File: src/rtl/cosine_top_k_search_assert.svh
// Assertion macros for the cosine top-k search RTL.
`ifndef COSINE_TOP_K_SEARCH_ASSERT_SVH
`define COSINE_TOP_K_SEARCH_ASSERT_SVH

// Same-cycle implication, clocked on clk_i, off during reset.
`define CTS_ASSERT_IMPL(lbl, ante, cons, msg) \
  lbl: assert property (@(posedge clk_i) disable iff (!rst_ni) (ante) |-> (cons)) \
    else $error(msg);

// Next-cycle implication.
`define CTS_ASSERT_NEXT(lbl, ante, cons, msg) \
  lbl: assert property (@(posedge clk_i) disable iff (!rst_ni) (ante) |=> (cons)) \
    else $error(msg);

`endif

File: src/rtl/cts_pkg.sv
// Types and constants for the cosine top-k search block.
package cts_pkg;

  localparam int ScoreW = 16;
  localparam int QBits  = 15;

  localparam logic signed [ScoreW-1:0] ScoreMax = 16'sh7fff;
  localparam logic signed [ScoreW-1:0] ScoreMin = 16'sh8000;

  localparam logic [1:0] StMatch  = 2'd0;
  localparam logic [1:0] StStored = 2'd1;
  localparam logic [1:0] StFull   = 2'd2;

  typedef struct packed {
    logic               kind;
    logic signed [15:0] value;
    logic               last;
    logic [6:0]         top_k;
  } in_item_t;

  typedef struct packed {
    logic [5:0]         entry_index;
    logic signed [15:0] score;
    logic [1:0]         status;
    logic               last_res;
  } out_item_t;

endpackage

File: src/rtl/cts_isqrt.sv
// Iterative integer square root, one result bit per cycle.
module cts_isqrt import cts_pkg::*; #(
  parameter int InW = 38
) (
  input  logic                      clk_i,
  input  logic                      rst_ni,
  input  logic                      start_i,
  input  logic [InW-1:0]            x_i,
  output logic                      done_o,
  output logic [(InW+InW%2)/2-1:0]  res_o
);

  localparam int EvW  = InW + InW % 2;
  localparam int OutW = EvW / 2;
  localparam int CntW = $clog2(OutW + 1);

  logic            busy_q, done_q;
  logic [CntW-1:0] cnt_q;
  logic [EvW-1:0]  x_q, res_q, bit_q;
  logic [EvW-1:0]  trial;

  assign trial  = res_q + bit_q;
  assign done_o = done_q;
  assign res_o  = res_q[OutW-1:0];

  always_ff @(posedge clk_i or negedge rst_ni) begin
    if (!rst_ni) begin
      busy_q <= 1'b0;
      done_q <= 1'b0;
      cnt_q  <= '0;
    end else begin
      done_q <= 1'b0;
      if (start_i) begin
        busy_q <= 1'b1;
        cnt_q  <= '0;
      end else if (busy_q) begin
        cnt_q <= cnt_q + 1'b1;
        if (cnt_q == CntW'(OutW - 1)) begin
          busy_q <= 1'b0;
          done_q <= 1'b1;
        end
      end
    end
  end

  always_ff @(posedge clk_i) begin
    if (start_i) begin
      x_q   <= EvW'(x_i);
      res_q <= '0;
      bit_q <= EvW'(1) << (EvW - 2);
    end else if (busy_q) begin
      if (x_q >= trial) begin
        x_q   <= x_q - trial;
        res_q <= (res_q >> 1) + bit_q;
      end else begin
        res_q <= res_q >> 1;
      end
      bit_q <= bit_q >> 2;
    end
  end

endmodule

File: config.mk
export PLATFORM = sky130hd
export DESIGN_NAME = cts_isqrt
export DESIGN_NICKNAME = d
export VERILOG_FILES = /design/src/rtl/cosine_top_k_search_assert.svh /design/src/rtl/cts_pkg.sv /design/src/rtl/cts_isqrt.sv
export SDC_FILE = /design/constraint.sdc
export NUM_CORES = 1
export LEC_CHECK = 0
export CORE_ASPECT_RATIO = 1.5
export CORE_MARGIN = 4
export CORE_UTILIZATION = 60
export DETAILED_ROUTE_END_ITERATION = 8
export DONT_BUFFER_PORTS = 1
export GPL_ROUTABILITY_DRIVEN = 0
export GPL_TIMING_DRIVEN = 1
export PLACE_DENSITY_LB_ADDON = 0.05
export SLEW_MARGIN = 25
export SYNTH_ARGS = -nofsm -noshare
export SYNTH_HDL_FRONTEND = slang
export SYNTH_SLANG_ARGS = --single-unit
File: constraint.sdc
create_clock -name clk_i -period 10 [get_ports clk_i]
set_input_delay 1 -clock clk_i [delete_from_list [all_inputs] [get_ports clk_i]]
set_output_delay 1 -clock clk_i [all_outputs]
set_load 0.005 [all_outputs]
==> impl_metrics.ini <==
[status]
outcome = complete, no violations

[cells_and_area]
syn_to_final_growth_pct = 2.44
drive_above_1_share_pct = 3.62
n_antenna_cell = 0
nets = 1140

[floorplan]
pin_count = 61
die_area_sq_um = 16500
die_w_um = 106
core_area_sq_um = 14100
fp.dieH_um = 156
start_util_pct = 61.7
num_rows = 53

[pwr]
p_leak_nw = 3.67
power_density_nw_per_um2 = 268
ir_drop_mv = 0.173

[cts]
ctsLongestPathBuffers = 2
cts_sinks = 102
post_cts_buffers = 0
path_clk_slew_ns = 0.08
holdBufCountCts = 0
cts_root_buffer = clkbuf_16
cts_tree = done
postCtsResizedCells = 0
insertion_delay_ns = 0.36
cts_buffers = 9
h-tree-depth = 3

[sta]
setup_viol = 0
worstMarginPinSlew_ns = 1.01
final_hold_viol_count = 0
slew_violations = 0
setup_ws_ns = 3.88
max_freq_mhz = 163
rsz0062_at_grt = false
setup-tns-final_ns = 0
post-route-period-util_pct = 61.2
fin_skew_ns = 0.0105
relSlewSlack_pct = 32.9
min_period_ns = 6.12

[placement]
dp_hpwl_mm = 16.5
post-place-ws_ns = 3.88
portBuffers = 0

[route]
viasPerCell = 6.29
ant_nets = 0
routed_wl_mm = 22.2
routed.top_layer = met4
wl_per_cell_um = 18.3
firstDrtPassIters = 4
initialDrtViolationCount = 473
route.met3.wl_mm = 1.06
wl_met1_mm = 9.64
wl_met2_mm = 10.9
drc = 0
num_vias = 7643

[logic_synthesis]
ys.flop_type = dfxtp_1
ys_seq_area_share_pct = 28.2
synth_area_sq_um = 8710
synthCells = 1075
yosys.area.top_type = dfxtp_1
yosysTopAreaCellShare_pct = 13.1
ys_types = 66
avgSynthCellArea_sq_um = 8.10
synthArstFlopShare_pct = 6.86
synth_edf_count = 38
ys_warn_count = 0
synth_area_leaders = dfxtp_1 13%, edfxtp_1 13%, ha_1 11%
synth_nets = 1197
synth_seq_cells = 102

[run]
maxCapViolCount = 0

[global_routing]
gr-total-overflow = 0
antenna_found_initial = 0
grt_pass1_wl_mm = 36.7
grt_use_total_pct = 27.4
grt_max_degree = 130
grt_pass1_vias = 7324

[critical_path]
r2r_cells = 21
startpoint = res_q[2]
cp-endpoint = x_q[1]
timing.rr.end = x_q[1]
worst_setup_path_start_kind = flop
worstPathRequired_ns = 10.04
worstSetupEndpointType = flop
crit_fanout = 47
critical_path_class = flop to flop
rr_startpoint = res_q[2]
critPathArrivalTime_ns = 6.15
r2r_slack_ns = 3.88

[hold_path]
hold_path.class = input pin to async pin
how the worst min path moves through the flow:
stage / startpoint / end / slack, ns / depth (start not counted)
2_1_floorplan: res_q[30] / res_q[30] / 0.48 / 2
3_3_place_gp: bit_q[0] / bit_q[0] / 0.52 / 2
3_5_place_dp: bit_q[0] / bit_q[0] / 0.52 / 2
4_1_cts: rst_ni / busy_q / 0.32 / 0
5_1_grt: rst_ni / busy_q / 0.31 / 0
6_report: rst_ni / cnt_q[0] / 0.32 / 0
cells by family after synthesis:
kind of cell	synth area share [%]
and+or+nand+nor	17.9
AOI/OAI and AO/OA	25.1
DFF	28.2
buffers and inverters	5.13
xor gates and xnor gates	8.65
adders and majority gates	11.7
muxes	3.27
stage by stage:
stage               total power (W)  hold WS (ns)  cell area [sq um]  cells  utilization (%)
detailed placement          0.00201         0.523               8620   1199             61.1
global route                0.00258         0.307               8920   1215             63.2
floorplan                   0.00175         0.475               8710   1075                -
finish                      0.00239         0.321               8920   1215             63.2
global placement            0.00200         0.516               8620   1199             61.1
CTS                         0.00239         0.316               8920   1215             63.2
cell type report:
class                      instances  area [sq um]
clock buffer                      10           229
clock inverter                     6          70.1
fill                            1308          5200
inverter                          20          75.1
multi-input combinational        881          5820
sequential                       102          2460
tap                              192           240
timing repair buffer               4          30.0
layout by cell type, fill, tap and decap left out, drive strengths merged, types with 5 or more instances in the layout:
cell type and n:
o31ai 8, or3 14, xnor2 47, nand2 124, o211ai 6, a211oi 19, nor2 118, clkbuf 10
mux2i 24, xor2 39, o21bai 11, and3 12, inv 22, and4 7, a31oi 41, dfxtp 57
ha 80, o32ai 5, dfrtp 7, nand3 26, a311oi 17, edfxtp 38, o31a 5, o21ai 94
a21o 39, nor3 9, nand4 19, a21oi 57, nor2b 5
critical path: stages, from the launching register on:
cell,delay (ns)
dfxtp_1,0.40
ha_1,0.39
nand3_1,0.13
a211oi_1,0.61
a21oi_1,0.22
o21ai_1,0.31
a211oi_1,0.22
o21a_1,0.21
o21ai_0,0.27
a31oi_1,0.14
xor2_1,0.16
ha_1,0.43
nand2_1,0.16
nor3_1,0.20
nand4_1,0.11
o21ba_1,0.19
o21ai_1,0.10
a21oi_1,0.06
buf_4,0.21
and2_4,0.30
o21ai_4,0.50
buf_4,0.44
where the power goes:
part | switching [W] | internal [W]
clock | 0.000172 | 0.000197
sequential | 0.0000856 | 0.000582
combinational | 0.000820 | 0.000537
total | 0.00108 | 0.00132
state kept, by name, summed over array words and instances, names as in the netlist:
| register | cells |
|---|---|
| res_q | 38 |
| x_q | 38 |
| bit_q | 19 |
| cnt_q | 5 |
| busy_q | 1 |
| done_o | 1 |
synth_stat cells, types with 7 or more instances:
cell type and n:
a211oi_1 19, a21o_1 39, a21oi_1 56, a311oi_1 17, a31oi_1 41, and3_1 12, and4_1 7, buf_1 7
buf_2 9, buf_4 20, clkbuf_1 34, dfrtp_1 7, dfxtp_1 57, edfxtp_1 38, ha_1 80, inv_1 19
mux2i_1 24, nand2_1 124, nand3_1 26, nand4_1 19, nor2_1 118, nor3_1 9, o21ai_0 91, o21bai_1 11
o31ai_1 8, or3_1 14, xnor2_1 47, xor2_1 39
metal layers:
metal,GRT usage [%],up-vias
met5,0,-
met1,34.6,3600
met2,47.0,161
li1,-,3844
met4,10.4,0
met3,4.68,38
Power figures use the tool's default switching activity.
