## src/rtl/cosine_top_k_search_assert.svh

```systemverilog
// Assertion macros for the cosine top-k search RTL.
`ifndef COSINE_TOP_K_SEARCH_ASSERT_SVH
`define COSINE_TOP_K_SEARCH_ASSERT_SVH

// Same-cycle implication, clocked on clk_i, off during reset.
`define CTS_ASSERT_IMPL(lbl, ante, cons, msg) \
  lbl: assert property (@(posedge clk_i) disable iff (!rst_ni) (ante) |-> (cons)) \
    else $error(msg);

// Next-cycle implication.
`define CTS_ASSERT_NEXT(lbl, ante, cons, msg) \
  lbl: assert property (@(posedge clk_i) disable iff (!rst_ni) (ante) |=> (cons)) \
    else $error(msg);

`endif

```

## src/rtl/cts_pkg.sv

```systemverilog
// Types and constants for the cosine top-k search block.
package cts_pkg;

  localparam int ScoreW = 16;
  localparam int QBits  = 15;

  localparam logic signed [ScoreW-1:0] ScoreMax = 16'sh7fff;
  localparam logic signed [ScoreW-1:0] ScoreMin = 16'sh8000;

  localparam logic [1:0] StMatch  = 2'd0;
  localparam logic [1:0] StStored = 2'd1;
  localparam logic [1:0] StFull   = 2'd2;

  typedef struct packed {
    logic               kind;
    logic signed [15:0] value;
    logic               last;
    logic [6:0]         top_k;
  } in_item_t;

  typedef struct packed {
    logic [5:0]         entry_index;
    logic signed [15:0] score;
    logic [1:0]         status;
    logic               last_res;
  } out_item_t;

endpackage

```

## src/rtl/cts_div.sv

```systemverilog
// Iterative restoring divider producing a saturated Q1.15 cosine score.
module cts_div import cts_pkg::*; #(
  parameter int AccW = 38,
  parameter int DenW = 38
) (
  input  logic                     clk_i,
  input  logic                     rst_ni,
  input  logic                     start_i,
  input  logic signed [AccW-1:0]   dot_i,
  input  logic [DenW-1:0]          den_i,
  output logic                     done_o,
  output logic signed [ScoreW-1:0] score_o
);

  localparam int RW = ((AccW > DenW) ? AccW : DenW) + 1;

  logic                     busy_q, done_q, neg_q;
  logic [3:0]               cnt_q;
  logic [RW-1:0]            rem_q, den_q, r2;
  logic [QBits-1:0]         quo_q, quo_n;
  logic signed [ScoreW-1:0] score_q;
  logic [AccW-1:0]          mag;

  assign mag     = dot_i[AccW-1] ? AccW'(-dot_i) : AccW'(dot_i);
  assign r2      = rem_q << 1;
  assign quo_n   = {quo_q[QBits-2:0], (r2 >= den_q)};
  assign done_o  = done_q;
  assign score_o = score_q;

  always_ff @(posedge clk_i or negedge rst_ni) begin
    if (!rst_ni) begin
      busy_q <= 1'b0;
      done_q <= 1'b0;
      cnt_q  <= '0;
    end else begin
      done_q <= 1'b0;
      if (start_i) begin
        cnt_q <= '0;
        // zero norm or |q| >= 1.0 finish at once
        if (den_i == '0 || RW'(mag) >= RW'(den_i)) begin
          done_q <= 1'b1;
        end else begin
          busy_q <= 1'b1;
        end
      end else if (busy_q) begin
        cnt_q <= cnt_q + 4'd1;
        if (cnt_q == 4'(QBits - 1)) begin
          busy_q <= 1'b0;
          done_q <= 1'b1;
        end
      end
    end
  end

  always_ff @(posedge clk_i) begin
    if (start_i) begin
      neg_q <= dot_i[AccW-1];
      rem_q <= RW'(mag);
      den_q <= RW'(den_i);
      quo_q <= '0;
      if (den_i == '0) begin
        score_q <= '0;
      end else if (RW'(mag) >= RW'(den_i)) begin
        score_q <= dot_i[AccW-1] ? ScoreMin : ScoreMax;
      end
    end else if (busy_q) begin
      rem_q <= (r2 >= den_q) ? r2 - den_q : r2;
      quo_q <= quo_n;
      if (cnt_q == 4'(QBits - 1)) begin
        score_q <= neg_q ? -$signed({1'b0, quo_n}) : $signed({1'b0, quo_n});
      end
    end
  end

endmodule

```

## config.mk

```make
export PLATFORM = sky130hd
export DESIGN_NAME = cts_div
export DESIGN_NICKNAME = d
export VERILOG_FILES = /design/src/rtl/cosine_top_k_search_assert.svh /design/src/rtl/cts_pkg.sv /design/src/rtl/cts_div.sv
export SDC_FILE = /design/constraint.sdc
export NUM_CORES = 1
export LEC_CHECK = 0
export BUFFER_PORTS_ARGS = -buffer_cell sky130_fd_sc_hd__buf_4
export CORE_ASPECT_RATIO = 1.25
export CORE_MARGIN = 5
export CORE_UTILIZATION = 30
export DETAILED_ROUTE_END_ITERATION = 6
export GPL_TIMING_DRIVEN = 0
export PLACE_DENSITY = 0.51
export SETUP_SLACK_MARGIN = 0.15
export SLEW_MARGIN = 30
export SYNTH_ARGS = -nofsm -noshare
export SYNTH_HDL_FRONTEND = slang
export SYNTH_SLANG_ARGS = --single-unit
```

## constraint.sdc

```tcl
create_clock -name clk_i -period 11.32 [get_ports clk_i]
set_clock_uncertainty 0.1 [all_clocks]
set_input_delay 1.132 -clock clk_i [delete_from_list [all_inputs] [get_ports clk_i]]
set_output_delay 1.132 -clock clk_i [all_outputs]
set_load 0.05 [all_outputs]
```

==> reports/metrics.yaml <==
sta:
  setup_viol: 0
  rsz0062_at_grt: "false"
  worst_pin_slew_ns: 1.02
  hold_viol: 0
  period_needed_ns: 5.97
  relSlewSlack_pct: 31.2
  report.final.slew_viol_count: 0
  fin_setup_tns_ns: 0
  clock.fmax_mhz: 168
  worst_slack_ns: 5.35
  fin_crit_sh_pct: 52.7
floorplanning:
  core_area_um2: 29200
  io_pins: 96
  dieArea_um2: 33000
  die-width_um: 164
  initial_core_util_pct: 30.3
  num_rows: 70
  die_h_um: 202
routing:
  drt_first_pass_iters: 5
  wl_met1_um: 12200
  antenna_left: 0
  wl_met2_um: 14700
  drc_errors: 0
  wl_met3_um: 1680
  highest_layer: "met4"
  vias_per_cell: 5.16
  vias: 7852
  drtIter0Drc: 513
  routedWlPerCell_um: 19.5
  wirelength_um: 29600
global_route:
  antenna_found_initial: 0
  overflow: 0
  grt_pass1_wl_um: 45300
  grt.total_usage_pct: 18.0
  grt_max_degree: 41
  grt_pass1_vias: 8019
min_path:
  hold_class: "primary input to async pin"
clock_tree:
  cts_resized: 0
  clk_latency_ns: 0.43
  cts_tree: "yes"
  numCtsBuffers: 17
  clk_pin_slew_ns: 0.05
  post_cts_buffers: 0
  cts_sinks: 113
  cts_hold_buf: 0
  cts.root.buffer_cell: "clkbuf_16"
  clk_path_buf_depth: 2
  htreeDepth: 4
flow_run:
  cap_violations: 0
critical_path:
  path_class: "primary input to flip-flop"
  cp_data_required_time_ns: 11.26
  startpoint_type: "primary input"
  critical_path.max_fanout: 16
  arrival_ns: 5.91
  cp-end-kind: "flip-flop"
power_and_ir_drop:
  power_density_nw_per_um2: 240
  peakVddDrop_uv: 110
  leakagePower_nw: 4.67
  p_total_mw: 2.55
layout:
  final_nets: 1273
  final_core_util_pct: 36.4
  instances_no_fill: 1522
  antennaDiodeCount: 0
  layout-drive-gt1-share_pct: 13.0
  num-fill-cells: 3057
  synthToLayoutAreaGrowth_pct: 20.2
yosys:
  synth_cell_types: 75
  yosysSeqAreaShare_pct: 36.4
  ys_ff_latch: 113
  synth_top_area_share_pct: 31.6
  postSynthAreaPerCell_um2: 8.85
  synthCells: 999
  yosysWarnings: 0
  synth_edf_count: 93
  synthTopCellsByArea: "edfxtp_1 (32%), ha_1 (11%), xnor2_1 (5.1%)"
  async_reset_ff_share_pct: 5.31
  yosysTopAreaCell: "edfxtp_1"
  synth_nets: 1159
  synth-main-ff-cell: "edfxtp_1"
  synth_area_um2: 8840
placement:
  dpl_worst_slack_ns: 4.86
  dp.cells: 1490
  placement.io_buffers: 95
  gp_congestion: 0.925
  hpwl_um: 23100
outcome:
  status: "finished, final reports clean"
[cells in the final DEF (no fill, tap or decap), types with 35 or more instances in the layout]
master,count
a21oi_1,66
buf_4,95
clkbuf_1,35
edfxtp_1,93
ha_1,80
inv_1,94
nand2_1,95
nor2_1,90
o21ai_0,64
xnor2_1,51
[area by class of cell]
| type | instances | area (um2) | area share (%) |
|---|---|---|---|
| plain buffers | 40 | 179 | 1.68 |
| clock buffers | 28 | 549 | 5.17 |
| clock inverters | 4 | 21.3 | 0.200 |
| inverters | 95 | 357 | 3.35 |
| multi-input cells | 751 | 5090 | 47.9 |
| flip-flops and latches | 113 | 3220 | 30.3 |
| well taps | 396 | 495 | 4.66 |
| repair buffers | 95 | 713 | 6.71 |
[logic make-up (layout without fill, tap and decap cells)]
logic type	count (synthesis)	in the layout	synth area share, %
fa+ha+maj	81	81	11.5
mux	21	21	2.38
compound gates	263	263	19.5
buf+inv	135	262	6.06
xor+xnor	76	76	7.53
flops	113	113	36.4
simple gates	310	310	16.6
[worst paths after layout]
check | from | end | slack, ns | depth (start not counted)
max | dot_i[4] | score_o[11] | 5.35 | 17
min | rst_ni | cnt_q[0] | 0.42 | 1
max reg2reg | rem_q[13] | score_o[14] | 6.80 | 15
min reg2reg | quo_q[13] | quo_q[13] | 0.46 | 2
max in group asynchronous | rst_ni | cnt_q[1] | 10.58 | 1
min in group clk_i | quo_q[13] | quo_q[13] | 0.46 | 2
[sequential cells by signal, summed over array words and instances, names as in the netlist]
name	flops
quo_q	14
score_o	16
cnt_q	4
rem_q	38
den_q	38
done_o	1
neg_q	1
busy_q	1
[stage by stage]
stage          cell area, um2  hold slack [ns]
5_1_grt                 10600            0.412
3_3_place_gp            10100            0.428
6_report                10600            0.418
3_5_place_dp            10100            0.447
2_1_floorplan            8840            0.405
4_1_cts                 10600            0.406
[cell usage after synthesis, types with 3 or more instances]
cell type and count:
and2_1 3, nor4_1 14, o41ai_1 8, o21bai_1 8, nor3_1 21, o211ai_1 3, nand4_1 20, buf_2 5
o31ai_1 16, o21ai_0 64, a31oi_1 25, mux2i_1 21, inv_1 94, nor2b_1 5, a21oi_1 67, dfxtp_1 14
nand3_1 18, or4_1 8, clkbuf_1 30, nand2_1 95, edfxtp_1 93, ha_1 80, a211oi_1 5, or3_1 11
nor2_1 90, dfrtp_1 6, a21o_1 21, o21a_1 8, buf_6 3, a211o_1 4, nand2b_1 6, xnor2_1 51
a21boi_0 3, xor2_1 25, and3_1 9
[routing by layer]
layer,global-route usage [%],vias to the layer above
li1,-,3846
met1,21.3,3693
met2,32.0,256
met3,3.41,57
met4,6.83,0
met5,0,-
[critical path, cell delays in order]
cell and delay [ns]:
buf_4 0.12, or4_1 0.58, nor3_2 0.32, nand3_1 0.34, nand2b_4 0.26, nand2b_4 0.16, nor2_1 0.18, a21oi_1 0.10
xnor2_1 0.29, inv_1 0.08, ha_1 0.30, nand4_1 0.20, nor4_1 0.53, o31ai_1 0.15, a31oi_1 0.37, nor2_1 0.14
a21oi_2 0.64
[power by group]
group | total (mW) | internal, mW | switching (mW) | leakage, nW
combinational | 1.40 | 0.529 | 0.870 | 3.26
clock | 0.526 | 0.328 | 0.197 | 0.280
sequential | 0.627 | 0.578 | 0.0493 | 1.12
No activity file was read; power rests on OpenSTA's default activity.
